<file path="src/rtl/core/bpk_pkg.sv">
// shared types and constants for the bipartite matching block
// command and status bundles between controller and datapath, port widths
// no dependencies
package bpk_pkg;

  localparam int IDX_W = 6;    // vertex index fields
  localparam int COL_W = 64;   // adjacency column field
  localparam int CNT_W = 7;    // counts and match size

  // configuration register indexes
  localparam logic REG_LEFT_COUNT  = 1'b0;
  localparam logic REG_RIGHT_COUNT = 1'b1;

  // controller to datapath
  typedef struct packed {
    logic load_col;    // store an adjacency column
    logic run_start;   // drop all matches, zero pair count and right vertex
    logic start_v;     // open search for current right vertex
    logic scan_hit;    // mark candidate visited, read its partner
    logic claim;       // free left vertex takes the current right vertex
    logic push;        // save frame, descend into partner's search
    logic pop_rd;      // read saved frame below the current one
    logic pop_claim;   // popped frame re-points its pending left vertex
    logic pop_resume;  // popped frame becomes current and resumes scanning
    logic pair_inc;
    logic next_v;
    logic emit_start;
    logic emit_load;
  } cmd_t;

  // datapath to controller
  typedef struct packed {
    logic found;       // a scan candidate exists
    logic part_free;   // read left vertex has no partner
    logic sp_zero;     // current frame is the root
    logic v_last;      // current right vertex is the last one
    logic emit_last;   // result being loaded is the final one
    logic out_free;    // output register can take a result
  } sts_t;

endpackage

</file>
<file path="src/rtl/core/bpk_ctrl.sv">
// controller of the matching block: sequences loads, the augmenting searches
// and the result transfers through commands to the datapath
// depends on bpk_pkg
module bpk_ctrl (
  input  logic          clk_i,
  input  logic          rst_ni,
  input  logic          in_valid_i,
  input  logic          mode_i,
  output logic          in_stall_o,
  input  bpk_pkg::sts_t sts_i,
  output bpk_pkg::cmd_t cmd_o
);
  import bpk_pkg::*;

  typedef enum logic [2:0] {
    ST_IDLE,
    ST_START,
    ST_SCAN,
    ST_PART,
    ST_POP,
    ST_NEXT,
    ST_EMIT
  } state_e;

  state_e state_q, state_d;
  logic   ret_q, ret_d;   // result carried back while unwinding

  always_comb begin
    cmd_o   = '0;
    state_d = state_q;
    ret_d   = ret_q;
    case (state_q)
      ST_IDLE: begin
        if (in_valid_i) begin
          if (mode_i) begin
            cmd_o.run_start = 1'b1;
            state_d         = ST_START;
          end else begin
            cmd_o.load_col = 1'b1;
          end
        end
      end
      ST_START: begin
        cmd_o.start_v = 1'b1;
        state_d       = ST_SCAN;
      end
      ST_SCAN: begin
        if (sts_i.found) begin
          cmd_o.scan_hit = 1'b1;
          state_d        = ST_PART;
        end else if (sts_i.sp_zero) begin
          state_d = ST_NEXT;
        end else begin
          cmd_o.pop_rd = 1'b1;
          ret_d        = 1'b0;
          state_d      = ST_POP;
        end
      end
      ST_PART: begin
        if (sts_i.part_free) begin
          cmd_o.claim = 1'b1;
          if (sts_i.sp_zero) begin
            cmd_o.pair_inc = 1'b1;
            state_d        = ST_NEXT;
          end else begin
            cmd_o.pop_rd = 1'b1;
            ret_d        = 1'b1;
            state_d      = ST_POP;
          end
        end else begin
          cmd_o.push = 1'b1;
          state_d    = ST_SCAN;
        end
      end
      ST_POP: begin
        if (ret_q) begin
          cmd_o.pop_claim = 1'b1;
          if (sts_i.sp_zero) begin
            cmd_o.pair_inc = 1'b1;
            state_d        = ST_NEXT;
          end else begin
            cmd_o.pop_rd = 1'b1;
          end
        end else begin
          cmd_o.pop_resume = 1'b1;
          state_d          = ST_SCAN;
        end
      end
      ST_NEXT: begin
        if (sts_i.v_last) begin
          cmd_o.emit_start = 1'b1;
          state_d          = ST_EMIT;
        end else begin
          cmd_o.next_v = 1'b1;
          state_d      = ST_START;
        end
      end
      ST_EMIT: begin
        if (sts_i.out_free) begin
          cmd_o.emit_load = 1'b1;
          if (sts_i.emit_last) begin
            state_d = ST_IDLE;
          end
        end
      end
      default: begin
        state_d = ST_IDLE;
      end
    endcase
  end

  always_ff @(posedge clk_i or negedge rst_ni) begin
    if (!rst_ni) begin
      state_q <= ST_IDLE;
      ret_q   <= 1'b0;
    end else begin
      state_q <= state_d;
      ret_q   <= ret_d;
    end
  end

  assign in_stall_o = (state_q != ST_IDLE);

endmodule

</file>
<file path="config.mk">
export PLATFORM = sky130hd
export DESIGN_NAME = bpk_ctrl
export DESIGN_NICKNAME = d
export VERILOG_FILES = /design/src/rtl/core/bpk_pkg.sv /design/src/rtl/core/bpk_ctrl.sv
export SDC_FILE = /design/constraint.sdc
export NUM_CORES = 1
export LEC_CHECK = 0
export BUFFER_PORTS_ARGS = -buffer_cell sky130_fd_sc_hd__buf_4
export CAP_MARGIN = 15
export CORE_AREA = 5 5 42 44
export DETAILED_ROUTE_END_ITERATION = 7
export DIE_AREA = 0 0 47 49
export GPL_TIMING_DRIVEN = 1
export HOLD_SLACK_MARGIN = 0.15
export SLEW_MARGIN = 30
export SYNTH_ARGS = -nofsm -noshare
export SYNTH_HDL_FRONTEND = slang
export SYNTH_SLANG_ARGS = --single-unit
</file>
<file path="constraint.sdc">
create_clock -name clk_i -period 1.29 [get_ports clk_i]
set_input_delay 0.258 -clock clk_i [delete_from_list [all_inputs] [get_ports clk_i]]
set_output_delay 0.258 -clock clk_i [all_outputs]
set_load 0.02 [all_outputs]
</file>
==> flow_metrics.env <==
export IMPL_synth_seq_cells=4
export IMPL_grt_pass1_wl_um=2730
export IMPL_tightest_slew_ps=217
export IMPL_hold_path_class="in -> reg"
export IMPL_synth_cells=56
export IMPL_finalHoldViolCount=0
export IMPL_first_pass_iters=4
export IMPL_area_growth_pct=169
export IMPL_fp_dieH_um=49
export IMPL_synth_nets=66
export IMPL_rows=14
export IMPL_clockBufferDepth=2
export IMPL_synth_distinct_cells=30
export IMPL_gp_congestion=0.771
export IMPL_coreArea_mm2=0.00140
export IMPL_drc=0
export IMPL_slew_limit_headroom_pct=85.4
export IMPL_wl_per_cell_um=15.4
export IMPL_multi_input_area_um2=499
export IMPL_fmax_mhz=599
export IMPL_hold_depth=3
export IMPL_powerDensity_mw_per_mm2=2140
export IMPL_regToRegSetupSlack_ps=-250
export IMPL_grt_usage_pct=16.2
export IMPL_h_tree_depth=1
export IMPL_clkTransAtPathRegs_ps=40
export IMPL_crit_type="reg -> out"
export IMPL_syn_cell_area_um2=442
export IMPL_diodes=0
export IMPL_violations="setup timing"
export IMPL_reg2reg_to="state_q[0]"
export IMPL_layout_worst_path_cycle_share_pct=129
export IMPL_grt_setup_unrepaired="yes"
export IMPL_crit_fanout=4
export IMPL_finClkSkew_ps=0.0893
export IMPL_regArea_um2=104
export IMPL_crit_required_ps=1030
export IMPL_setup_ws_ps=-379
export IMPL_syn_avg_cell_area_um2=7.89
export IMPL_cts_buffers=3
export IMPL_clock_sinks=4
export IMPL_hp_start="in_valid_i"
export IMPL_critPathCaptureType="output port"
export IMPL_cts_tree="done"
export IMPL_cp_arrival_ps=1410
export IMPL_dieArea_mm2=0.00230
export IMPL_place_ws_ps=-171
export IMPL_critPathLaunchType="flip-flop"
export IMPL_setup_tns_final_ps=-4840
export IMPL_layout_min_cycle_time_ps=1670
export IMPL_grt_pass1_vias=612
export IMPL_clk_latency_ps=240
export IMPL_ios=24
export IMPL_vias_per_cell=5.16
export IMPL_antenna_found_initial=0
export IMPL_fillers=82
export IMPL_drt_iter0_drc=9
export IMPL_vias=671
export IMPL_rr_worst_depth=5
export IMPL_antenna_left=0
export IMPL_max_cap_violations=0
export IMPL_overflow=0
export IMPL_final_util_pct=84.9
export IMPL_wirelength_um=2000
export IMPL_ir_drop_v=0.00141
export IMPL_dpl_hpwl_um=1130
export IMPL_crit_start="state_q[2]"
export IMPL_hold_end="state_q[0]"
export IMPL_start_util_pct=31.5
export IMPL_holdWs_ps=288
export IMPL_ys_seq_area_share_pct=22.7
export IMPL_fp_dieW_um=47
export IMPL_p_leak_nw=0.554
export IMPL_rr_startpoint="state_q[0]"
export IMPL_port_buffers=23
export IMPL_yosysWarningCount=0
export IMPL_finalSetupViolations=18
export IMPL_fin_nets=125
export IMPL_drive_gt1_share_pct=78.9
export IMPL_grt_max_degree=9
export IMPL_cts_root_buffer="clkbuf_4"
export IMPL_status="complete, but fails checks"
export IMPL_slew_violations=0
==> report_power, final <==
group	internal (mW)	switching (mW)	leakage, nW	total [mW]
sequential	0.197	0.0983	0.0464	0.295
combinational	1.21	0.860	0.493	2.07
clock	0.117	0.0645	0.0150	0.182
total	1.52	1.02	0.554	2.55
==> timing repair <==
item	CTS	global route
endpoints found under the hold margin	4	0
setup endpoints to repair	18	18
resized for setup	26	27
pin swaps	16	21
hold buffers	1	0
buffers inserted	13	10
==> worst max-delay path by stage <==
| stage | cells past startpoint | end | slack [ps] |
|---|---|---|---|
| finish | 4 | cmd_o[3] | -380 |
| global route | 4 | cmd_o[11] | -410 |
| detailed placement | 4 | cmd_o[11] | -170 |
| global placement | 4 | cmd_o[11] | -170 |
| floorplan | 4 | cmd_o[6] | -130 |
| CTS | 6 | cmd_o[6] | -370 |
==> registers in the layout (all words and copies together), names as in the netlist <==
name,count
ret_q,1
state_q,3
==> cells in the final DEF (no fill, tap or decap), types with 2 or more instances in the layout <==
master,netlist,final
buf_4,0,32
buf_6,0,23
nor2_4,0,4
and3_4,0,3
and3b_1,3,3
nand2_1,5,3
clkbuf_4,0,3
dfrtp_2,0,3
nor3b_2,0,2
nor3_4,0,2
inv_1,2,2
nand2b_1,3,2
a21oi_2,0,2
nor2b_4,0,2
nand2_2,0,2
==> kinds of logic after synthesis <==
group	Yosys count	synth area share [%]
buf+inv	6	5.66
flops	4	22.7
simple gates	34	49.0
compound gates	12	22.7
==> cell usage after synthesis (all sizes together) <==
cell | number | share of area [%]
nand4bb | 1 | 2.5
a221oi | 1 | 3.4
nor3 | 2 | 2.3
clkbuf | 1 | 0.85
nor4b | 1 | 2.0
buf | 2 | 2.3
nor2 | 4 | 3.4
nand2b | 3 | 4.2
o21ai | 1 | 1.1
a31oi | 1 | 2.8
and3 | 3 | 4.2
inv | 3 | 2.5
nand3b | 1 | 1.7
a21oi | 3 | 3.4
dfrtp | 4 | 23
nor4bb | 1 | 2.3
a2111o | 1 | 2.5
and3b | 3 | 6.0
and2 | 1 | 1.4
nor2b | 4 | 5.7
nand2 | 5 | 4.2
or3b | 1 | 2.0
a21boi | 1 | 1.7
nor3b | 3 | 5.1
a21o | 1 | 1.7
nand4b | 1 | 2.0
o2bb2ai | 1 | 2.0
o211ai | 1 | 1.7
o32a | 1 | 2.3
==> cell type report <==
type / instances / share of cell area [%]
sequential: 4 / 8.73
tap: 16 / 1.68
inverter: 3 / 0.946
multi-input combinational: 46 / 42.0
timing repair buffer: 57 / 44.5
clock buffer: 4 / 2.21
==> per-stage QoR <==
step,cells,cell area [µm²],power [mW]
5_1_grt,130,1190,2.70
3_5_place_dp,108,797,1.51
6_report,130,1190,2.55
3_3_place_gp,108,797,1.51
4_1_cts,123,1010,2.11
2_1_floorplan,56,512,1.05
==> layer usage <==
metal / vias up / wire length, µm / GRT usage, %
met1: 326 / 826 / 21.1
met2: 20 / 1090 / 25.3
met3: 2 / 67 / 2.58
met5: - / 0 / 0
met4: 0 / 15 / 6.91
li1: 323 / - / -
==> critical path, stage by stage, from the launching register on <==
cell	delay, ps
dfrtp_2	440
buf_6	140
nand4b_1	240
a21boi_2	210
buf_6	130
Power figures use the tool's default switching activity.
